==> src/design/spq_pkg.sv <==
`default_nettype none

package spq_pkg;

    localparam int QUEUE_CAPACITY = 16;

    localparam int REQ_W    = 2;
    localparam int ID_W     = 16;
    localparam int PRIO_W   = 8;
    localparam int STATUS_W = 2;
    localparam int COUNT_W  = 5;

    localparam logic [REQ_W-1:0] REQ_INSERT = 2'd0;
    localparam logic [REQ_W-1:0] REQ_REMOVE = 2'd1;
    localparam logic [REQ_W-1:0] REQ_SEARCH = 2'd2;

    localparam logic [STATUS_W-1:0] STATUS_OK        = 2'd0;
    localparam logic [STATUS_W-1:0] STATUS_FULL      = 2'd1;
    localparam logic [STATUS_W-1:0] STATUS_EMPTY     = 2'd2;
    localparam logic [STATUS_W-1:0] STATUS_NOT_FOUND = 2'd3;

    typedef struct packed {
        logic [REQ_W-1:0]  req_type;
        logic [ID_W-1:0]   person_id;
        logic [PRIO_W-1:0] priority_req;
    } t_in_item;

    typedef struct packed {
        logic [STATUS_W-1:0] status;
        logic [ID_W-1:0]     found_id;
        logic [PRIO_W-1:0]   found_priority;
        logic [COUNT_W-1:0]  entry_count;
    } t_out_item;

    typedef struct packed {
        logic [ID_W-1:0]   id;
        logic [PRIO_W-1:0] prio;
    } t_slot;

    localparam int SLOT_W = $bits(t_slot);

    typedef enum logic [3:0] {
        S_IDLE,
        S_INS_RD,
        S_INS_CMP,
        S_INS_PUT,
        S_RM_RD,
        S_RM_WR,
        S_SR_RD,
        S_SR_CMP,
        S_DONE
    } t_state;

endpackage

`default_nettype wire

==> src/design/sorted_priority_queue_core.sv <==
// Invalid code, insert when full, remove or search when empty: the result goes straight to done.
// Insert walks from the last entry back, moving each lower-priority entry down one slot,
// then writes the new entry; remove shifts every entry up one slot; search scans from slot 0
// to the first ID match or the last entry. Each slot visited is read through the registered RAM port.
// One request in flight; the next transfer is taken once the result sits in the
// output register. Reset (synchronous, active low) empties the queue; slot RAM not cleared.
`default_nettype none

module sorted_priority_queue_core #(
    parameter int CAPACITY = spq_pkg::QUEUE_CAPACITY
) (
    input  wire logic              i_clk,
    input  wire logic              i_rst_n,
    input  wire logic              i_in_valid,
    output logic                   o_in_stall,
    input  wire spq_pkg::t_in_item i_in_data,
    output logic                   o_out_valid,
    input  wire logic              i_out_stall,
    output spq_pkg::t_out_item     o_out_data
);

    import spq_pkg::*;

    localparam int IW = $clog2(CAPACITY);
    localparam int CW = $clog2(CAPACITY + 1);

    t_state    r_state, n_state;
    t_in_item  r_req, n_req;
    logic [CW-1:0] r_count, n_count;
    logic [IW-1:0] r_j, n_j;
    t_out_item r_pend, n_pend;
    logic      r_out_valid, n_out_valid;
    t_out_item r_out, n_out;

    logic          w_we;
    logic [IW-1:0] w_waddr;
    t_slot         w_wdata;
    t_slot         w_rdata;

    logic          w_accept;
    logic          w_out_free;
    logic          w_full;
    logic          w_empty;
    logic [CW-1:0] w_count_m1;
    logic          w_last;
    logic          w_lower;
    logic          w_id_hit;

    spq_ram #(
        .WIDTH(SLOT_W),
        .DEPTH(CAPACITY)
    ) u_slots (
        .i_clk  (i_clk),
        .i_we   (w_we),
        .i_waddr(w_waddr),
        .i_wdata(w_wdata),
        .i_raddr(r_j),
        .o_rdata(w_rdata)
    );

    assign o_in_stall = (r_state != S_IDLE);
    assign w_accept   = i_in_valid && !o_in_stall;
    assign w_out_free = !r_out_valid || !i_out_stall;
    assign w_full     = (r_count == CW'(CAPACITY));
    assign w_empty    = (r_count == '0);
    assign w_count_m1 = r_count - CW'(1);
    assign w_last     = (CW'(r_j) == w_count_m1);
    assign w_lower    = (w_rdata.prio < r_req.priority_req);
    assign w_id_hit   = (w_rdata.id == r_req.person_id);

    always_comb begin
        n_state = r_state;
        case (r_state)
            S_IDLE: begin
                if (w_accept) begin
                    case (i_in_data.req_type)
                        REQ_INSERT: begin
                            if (w_full) begin
                                n_state = S_DONE;
                            end else if (w_empty) begin
                                n_state = S_INS_PUT;
                            end else begin
                                n_state = S_INS_RD;
                            end
                        end
                        REQ_REMOVE: n_state = w_empty ? S_DONE : S_RM_RD;
                        REQ_SEARCH: n_state = w_empty ? S_DONE : S_SR_RD;
                        default:    n_state = S_DONE;
                    endcase
                end
            end
            S_INS_RD:  n_state = S_INS_CMP;
            S_INS_CMP: n_state = (w_lower && (r_j != '0)) ? S_INS_RD : S_INS_PUT;
            S_INS_PUT: n_state = S_DONE;
            S_RM_RD:   n_state = S_RM_WR;
            S_RM_WR:   n_state = w_last ? S_DONE : S_RM_RD;
            S_SR_RD:   n_state = S_SR_CMP;
            S_SR_CMP:  n_state = (w_id_hit || w_last) ? S_DONE : S_SR_RD;
            S_DONE:    n_state = w_out_free ? S_IDLE : S_DONE;
            default:   n_state = S_IDLE;
        endcase
    end

    always_comb begin
        n_req       = r_req;
        n_count     = r_count;
        n_j         = r_j;
        n_pend      = r_pend;
        n_out_valid = r_out_valid && i_out_stall;
        n_out       = r_out;
        w_we        = 1'b0;
        w_waddr     = r_j;
        w_wdata     = w_rdata;
        case (r_state)
            S_IDLE: begin
                if (w_accept) begin
                    n_req                 = i_in_data;
                    n_pend.status         = STATUS_OK;
                    n_pend.found_id       = '0;
                    n_pend.found_priority = '0;
                    n_pend.entry_count    = COUNT_W'(r_count);
                    n_j                   = '0;
                    case (i_in_data.req_type)
                        REQ_INSERT: begin
                            if (w_full) begin
                                n_pend.status = STATUS_FULL;
                            end else if (!w_empty) begin
                                n_j = w_count_m1[IW-1:0];
                            end
                        end
                        REQ_REMOVE, REQ_SEARCH: begin
                            if (w_empty) begin
                                n_pend.status = STATUS_EMPTY;
                            end
                        end
                        default: begin
                        end
                    endcase
                end
            end
            S_INS_CMP: begin
                if (w_lower) begin
                    w_we    = 1'b1;
                    w_waddr = r_j + 1'b1;
                    if (r_j != '0) begin
                        n_j = r_j - 1'b1;
                    end
                end else begin
                    n_j = r_j + 1'b1;
                end
            end
            S_INS_PUT: begin
                w_we               = 1'b1;
                w_waddr            = r_j;
                w_wdata.id         = r_req.person_id;
                w_wdata.prio       = r_req.priority_req;
                n_count            = r_count + 1'b1;
                n_pend.entry_count = COUNT_W'(r_count + 1'b1);
            end
            S_RM_WR: begin
                if (r_j == '0) begin
                    n_pend.found_id       = w_rdata.id;
                    n_pend.found_priority = w_rdata.prio;
                end else begin
                    w_we    = 1'b1;
                    w_waddr = r_j - 1'b1;
                end
                if (w_last) begin
                    n_count            = w_count_m1;
                    n_pend.entry_count = COUNT_W'(w_count_m1);
                end else begin
                    n_j = r_j + 1'b1;
                end
            end
            S_SR_CMP: begin
                if (w_id_hit) begin
                    n_pend.found_id       = w_rdata.id;
                    n_pend.found_priority = w_rdata.prio;
                end else if (w_last) begin
                    n_pend.status = STATUS_NOT_FOUND;
                end else begin
                    n_j = r_j + 1'b1;
                end
            end
            S_DONE: begin
                if (w_out_free) begin
                    n_out_valid = 1'b1;
                    n_out       = r_pend;
                end
            end
            default: begin
            end
        endcase
    end

    always_ff @(posedge i_clk) begin
        if (!i_rst_n) begin
            r_state     <= S_IDLE;
            r_count     <= '0;
            r_out_valid <= 1'b0;
        end else begin
            r_state     <= n_state;
            r_count     <= n_count;
            r_out_valid <= n_out_valid;
        end
    end

    always_ff @(posedge i_clk) begin
        r_req  <= n_req;
        r_j    <= n_j;
        r_pend <= n_pend;
        r_out  <= n_out;
    end

    assign o_out_valid = r_out_valid;
    assign o_out_data  = r_out;

    a_count_bound: assert property (@(posedge i_clk) disable iff (!i_rst_n)
        r_count <= CW'(CAPACITY))
        else $error("entry count above capacity");

    a_busy_after_accept: assert property (@(posedge i_clk) disable iff (!i_rst_n)
        w_accept |=> o_in_stall)
        else $error("ready again right after a transfer");

    a_count_changes_in_work: assert property (@(posedge i_clk) disable iff (!i_rst_n)
        $past(i_rst_n) && !$stable(r_count)
            |-> ($past(r_state) == S_INS_PUT) || ($past(r_state) == S_RM_WR))
        else $error("entry count changed outside insert or remove");

endmodule

`default_nettype wire

==> src/design/spq_ram.sv <==
`default_nettype none

module spq_ram #(
    parameter int WIDTH = 24,
    parameter int DEPTH = 16
) (
    input  wire logic                     i_clk,
    input  wire logic                     i_we,
    input  wire logic [$clog2(DEPTH)-1:0] i_waddr,
    input  wire logic [WIDTH-1:0]         i_wdata,
    input  wire logic [$clog2(DEPTH)-1:0] i_raddr,
    output logic      [WIDTH-1:0]         o_rdata
);

    logic [WIDTH-1:0] r_mem [DEPTH];
    logic [WIDTH-1:0] r_rdata;

    always_ff @(posedge i_clk) begin
        if (i_we) begin
            r_mem[i_waddr] <= i_wdata;
        end
        r_rdata <= r_mem[i_raddr];
    end

    assign o_rdata = r_rdata;

endmodule

`default_nettype wire

==> config.mk <==
export PLATFORM = sky130hd
export DESIGN_NAME = sorted_priority_queue_core
export DESIGN_NICKNAME = d
export VERILOG_FILES = /design/src/design/spq_pkg.sv /design/src/design/sorted_priority_queue_core.sv /design/src/design/spq_ram.sv
export SDC_FILE = /design/constraint.sdc
export NUM_CORES = 1
export LEC_CHECK = 0
export BUFFER_PORTS_ARGS = -buffer_cell sky130_fd_sc_hd__buf_2
export CORE_MARGIN = 4
export CORE_UTILIZATION = 30
export DETAILED_ROUTE_END_ITERATION = 8
export PLACE_DENSITY = 0.43
export SYNTH_ARGS = -nofsm -noshare
export SYNTH_HDL_FRONTEND = slang
export SYNTH_SLANG_ARGS = --single-unit
==> constraint.sdc <==
create_clock -name i_clk -period 6.05 [get_ports i_clk]
set_input_delay 1.21 -clock i_clk [delete_from_list [all_inputs] [get_ports i_clk]]
set_output_delay 1.21 -clock i_clk [all_outputs]
set_load 0.01 [all_outputs]
# --- Word level (Yosys, flattened, before mapping) ---
# Memory sizes are Yosys's and may differ from the RTL's. A register that Yosys moved wholly into a read port is not among the register bits.
# Cells that the tools add are included.
op_classes:
  eq_ne: 20
  n_reduce_logical: 27
  bitwise_logic: 0
  magnitude_cmp: 1
  n_addsub: 4
  mul: 0
  div: 0
  shift: 0
  muxes: 44
ops:
  columns: ["operator", "n"]
  rows:
  - ["24-bit 2-to-1 mux", 3]
  - ["24-bit one-hot mux with 3 select lines", 1]
  - ["4-bit 2-to-1 mux", 17]
  - ["4-bit one-hot mux with 9 select lines", 1]
  - ["31-bit 2-to-1 mux", 1]
  - ["16-bit equality test", 1]
  - ["4-bit by 3-bit equality test with 1-bit output, second input constant", 4]
  - ["4-bit one-hot mux with 4 select lines", 1]
  - ["5-bit one-hot mux with 3 select lines", 1]
  - ["2-bit inequality test, second input constant", 6]
  - ["4-bit one-hot mux with 3 select lines", 1]
  - ["4-bit AND reduction", 3]
  - ["4-bit nonzero test", 3]
  - ["2-bit 2-to-1 mux", 5]
  - ["5-bit one-hot mux with 2 select lines", 1]
  - ["4-bit by 2-bit equality test with 1-bit output, second input constant", 2]
  - ["4-bit zero test", 2]
  - ["8-bit less-than comparator", 1]
  - ["2-bit one-hot mux with 2 select lines", 2]
  - ["4-bit one-hot mux with 2 select lines", 1]
  - ["1-bit 2-to-1 mux", 7]
  - ["2-bit AND reduction", 3]
  - ["3-bit nonzero test", 2]
  - ["5-bit by 1-bit adder with 5-bit output, second input constant", 1]
  - ["other kinds (20)", 26]
totals:
  n_memories: 1
  out_inout_bits: 33
  ram_bits: 384
  input_bits: 30
  regBits: 100
  elab_cells: 111
  mem_bits_ro: 0
  latch_bits: 0
mem_list:
  columns: ["name", "depth", "word_bits", "read_ports", "rd_ports_with_merged_regs", "wr", "line", "text"]
  rows:
  - ["u_slots.r_mem", 16, 24, 1, 1, 1, "spq_ram.sv:15", "logic [WIDTH-1:0] r_mem [DEPTH];"]

# --- Depth between registers and ports, before layout ---
depth:
  depth_word: 6
  depth_mapped: 11
  depth_no_buf: 8

# --- Hierarchy ---
# From an unflattened synthesis, not the netlist that was laid out.
hier_totals:
  cells_unflattened: 1069
  area_unflattened_um2: 19831.5
modules_own_cells:
  columns: ["module", "cells_per_inst", "area_per_inst_um2", "seq_area_each_um2", "n_inst"]
  rows:
  - ["spq_ram", 636, 14930.6, 12011.5, 1]
  - ["sorted_priority_queue_core", 433, 4901.0, 2902.8, 1]

# --- Worst setup path before layout ---
# Ideal clock, no wire load.
synth_path:
  path_kind: "register to register"
  from: "register r_j[1]"
  to: "memory u_slots.r_mem[13][0], enable pin"
  stages_incl_launch_ff: 12
  period_less_slack_ns: 4.291
  n_path_buf: 3
  path_slack_ns: 1.759
  required_ns: 5.615
  setup_time_ns: 0.435
  arrival_time_ns: 3.856
  cell_sequence: "edfxtp_1 -> clkbuf_1 -> clkbuf_1 -> clkbuf_1 -> inv_1 -> ha_1 -> nor3b_1 -> nor2_1 -> nor2_1 -> a22oi_1 -> a21bo_1 -> nor3_1"
synth_via:
  elab_chain_len: 5
  word_cells_on_any_way: 10
  cone_classes: "add/sub: 2; mux: 7; reduce/logical: 1"
synth_rtl:
  columns: ["element", "line", "text"]
  rows:
  - ["start, declared", "sorted_priority_queue_core.sv:30", "logic [IW-1:0] r_j, n_j;"]
  - ["start signal, assigned", "sorted_priority_queue_core.sv:210", "r_j <= n_j;"]
  - ["branches (longest 5 deep; another with 4-bit by 1-bit subtractor with 4-bit output)", null, null]
  - ["end, declared", "spq_ram.sv:15", null]
# Parallel ways; which one is timed is not known.

# --- Worst setup path after layout ---
layout_path:
  from: "register r_state[0]"
  to: "memory u_slots.r_mem[0][7], enable pin"
layout_via:
  elab_chain_len: 4
  word_cells_on_any_way: 7
  cone_classes: "eq/ne: 3; mux: 4"
layout_rtl:
  columns: ["element", "line", "text"]
  rows:
  - ["start, declared", "sorted_priority_queue_core.sv:27", "t_state r_state, n_state;"]
  - ["start signal, assigned", "sorted_priority_queue_core.sv:202", "r_state <= n_state;"]
  - ["4-bit by 3-bit equality test with 1-bit output or 4-bit by 2-bit equality test with 1-bit output (tied branches)", "sorted_priority_queue_core.sv:114", "case (r_state)"]
  - ["1-bit one-hot mux with 3 select lines", "sorted_priority_queue_core.sv:114", null]
  - ["1-bit 2-to-1 mux", "spq_ram.sv:19", "if (i_we) begin"]
  - ["1-bit 2-to-1 mux (implied by the code)", "spq_ram.sv:20", "r_mem[i_waddr] <= i_wdata;"]
# Several ways; a longest one is shown, not always the timed one.

==> flow_summary_export.csv <==
group,metric,value,unit
outcome,status,"finished clean",
place,gp_congestion,0.746,
setup_path,critPathSlowestCell,"nor2b_2",
power_and_ir_drop,p_leak,7.58,nW
clock_tree,h-tree-depth,2,
timing,period_minus_slack,3820,ps
setup_path,crit_arrival,4070,ps
drt,wl,47200,um
floorplan,die_h,265,um
clock_tree,cts_tree,"built",
clock_tree,postCtsHoldBufs,0,
drt,vias_per_cell,4.75,
drt,drc,0,
setup_path,cp-start-kind,"flop",
synth,syn_nets,1053,
timing,hold_slack,416,ps
floorplan,fp.coreArea,0.0657,sq mm
finish,fin_cells,2023,
synth,yosysWarnings,0,
grt,grt_pass1_vias,9900,
drt,drtPass1Iterations,5,
place,dp_hpwl,30600,um
grt,grt_use_total,13.4,%
drt,route.vias.total,9617,
setup_path,crit_top_cell,"nand2_1",
clock_tree,cts-resized-gates,0,
power_and_ir_drop,p_per_area,409,mW/mm^2
setup_path,path_class,"reg -> reg",
drt,drtIter0Drc,595,
grt,grt_max_degree,68,
place,numPortBuffers,62,
timing,worst_pin_slew,1060,ps
synth,synth_area,0.0199,sq mm
clock_tree,post_cts_buffers,0,
timing,max_freq,0.262,GHz
synth,synth_flop_cell,"edfxtp_1",
floorplan,start_util,30.2,%
grt,antenna_found_initial,3,
power_and_ir_drop,peakVddDrop,0.240,mV
timing,slew_headroom,29.0,%
timing,tns,0,ps
finish,synthToLayoutAreaGrowth,16.8,%
floorplan,fp.dieW,265,um
place,dpl_cell_area,0.0214,sq mm
synth,ys_async_sr_fraction,0,%
synth,ys_seq_area_share,75.1,%
clock_tree,worstSkewPairLatency,590,ps
grt,overflow,0,
drt,post_drt_wl_per_cell,23.3,um
timing,maxSlewViolCount,0,
setup_path,crit_chain,"nor2b_2 > nor3b_2 > nand2_1 > o211ai_1 > nand2_1 > nor3_2 > buf_4",
floorplan,io-pin-count,63,
synth,synth_edf_count,474,
clock_tree,clockBufferDepth,3,
finish,antenna_cells,0,
clock_tree,cts_sinks,508,
place,place_inst,1920,
setup_path,required,6310,ps
worst_hold_path,hp-class,"reg -> reg",
timing,finalSetupViolations,0,
clock_tree,cts.clk_slew.worst_paths,60,ps
setup_path,critPathMaxFanout,29,
clock_tree,cts_root_buffer,"clkbuf_16",
timing,final_hold_viol_count,0,
timing,post-route-period-util,63.1,%
finish,drive_gt1_share,28.2,%
synth,ys_types,61,
synth,avgSynthCellArea,19.7,sq um
floorplan,fp.dieArea,0.0704,sq mm
finish,fin_util,35.3,%
timing,fin_skew,17.6,ps
drt,ant_nets,0,
setup_path,slowest_delay,820,ps
synth,ys_ff_latch,508,
synth,synthCells,1008,
timing,rsz0062_at_grt,"false",
finish,final_area,0.0232,sq mm
floorplan,num_rows,94,
clock_tree,numCtsBuffers,55,
finish,final_nets,1158,
job,cap_violations,0,
grt,grt_pass1_wl,70100,um
setup_path,endpoint_kind,"flop",
## cell usage in the layout (no fill, tap or decap), types with 10 or more instances in the layout
cell and n:
buf_4 38, o21ai_0 19, dfxtp_1 34, inv_1 19, buf_2 62, ha_1 15, clkinv_1 10, mux4_2 120
and3_1 27, edfxtp_1 474, clkbuf_1 19, a21oi_1 11, nand2_1 81, nor2_1 18, clkbuf_16 55, xnor2_1 28
nor3_2 17
## stage by stage
step                setup slack, ps  total power [mW]
floorplan                      1760              5.59
global placement               2460              6.29
detailed placement             2240              6.30
CTS                            2200              9.65
global route                   1980              9.95
finish                         2230              9.50
## flip-flops by register name (all words and copies together) (netlist names)
| signal | cells |
|---|---|
| o_out_data | 31 |
| o_out_valid | 1 |
| r_count | 5 |
| r_j | 4 |
| r_pend | 31 |
| r_req | 24 |
| r_state | 4 |
| u_slots.o_rdata | 24 |
| u_slots.r_mem | 384 |
## final timing paths
check                               start                             to  slack (ps)  cells past startpoint
setup / recovery  r_state[0]$_SDFFE_PN0P_  u_slots.r_mem[0][7]$_DFFE_PP_        2230                      7
hold reg to reg   r_pend[6]$_SDFFCE_PP0P_        o_out_data[6]$_DFFE_PP_         420                      0
setup reg to reg  r_state[0]$_SDFFE_PN0P_  u_slots.r_mem[0][7]$_DFFE_PP_        2230                      7
hold / removal    r_pend[6]$_SDFFCE_PP0P_        o_out_data[6]$_DFFE_PP_         420                      0
## critical path: cells and delay by family (launching register included)
family                 cells  cell delay (ps)
flip-flops                 1              420
AND/OR/NAND/NOR            5             2400
buffers and inverters      1              400
AO/OA/AOI/OAI              1              230
## cells in the mapped netlist, types with 4 or more instances
| cell type | instances | area share (%) |
|---|---|---|
| nand4_1 | 5 | 0.16 |
| buf_2 | 10 | 0.25 |
| buf_1 | 7 | 0.13 |
| and2_1 | 4 | 0.13 |
| xnor2_1 | 28 | 1.2 |
| clkbuf_1 | 35 | 0.66 |
| ha_1 | 15 | 0.94 |
| nor4_1 | 4 | 0.13 |
| nor3_1 | 21 | 0.53 |
| and3_1 | 27 | 0.85 |
| dfxtp_1 | 34 | 3.4 |
| nand3_1 | 9 | 0.23 |
| o21ai_0 | 20 | 0.50 |
| nand2_1 | 81 | 1.5 |
| nor2_1 | 18 | 0.34 |
| inv_1 | 19 | 0.36 |
| edfxtp_1 | 474 | 72 |
| a21oi_1 | 12 | 0.30 |
| xor2_1 | 4 | 0.18 |
| mux4_2 | 120 | 14 |
## metal layers
metal	global-route usage, %	share of wire (%)	vias to the layer above
li1	-	-	4301
met1	21.5	52	5063
met2	19.0	43	192
met3	2.40	4.1	61
met4	3.03	1.6	0
met5	0	0	-
## power by group
| part | internal [mW] | leakage (nW) | switching (mW) | total [mW] |
|---|---|---|---|---|
| combinational | 0.561 | 2.11 | 1.03 | 1.59 |
| clock | 1.97 | 0.860 | 1.34 | 3.31 |
| sequential | 4.44 | 4.61 | 0.158 | 4.60 |
## cell type report
class                           instances  area [sq um]
Fill cell                            6109         42500
Sequential cell                       508         14900
Multi-Input combinational cell        429          4780
Clock buffer                           77          1490
Tap cell                              864          1080
Timing Repair Buffer                  100           596
Clock inverter                         26           285
Inverter                               19          71.3
## cells by family after synthesis
logic type / Yosys count / synth area share, %
simple gates: 188 / 4.72
compound gates: 69 / 2.54
fa+ha+maj: 15 / 0.945
xor+xnor: 33 / 1.52
mux: 124 / 13.8
buf+inv: 71 / 1.40
flops: 508 / 75.1
(Power assumes the default switching activity.)
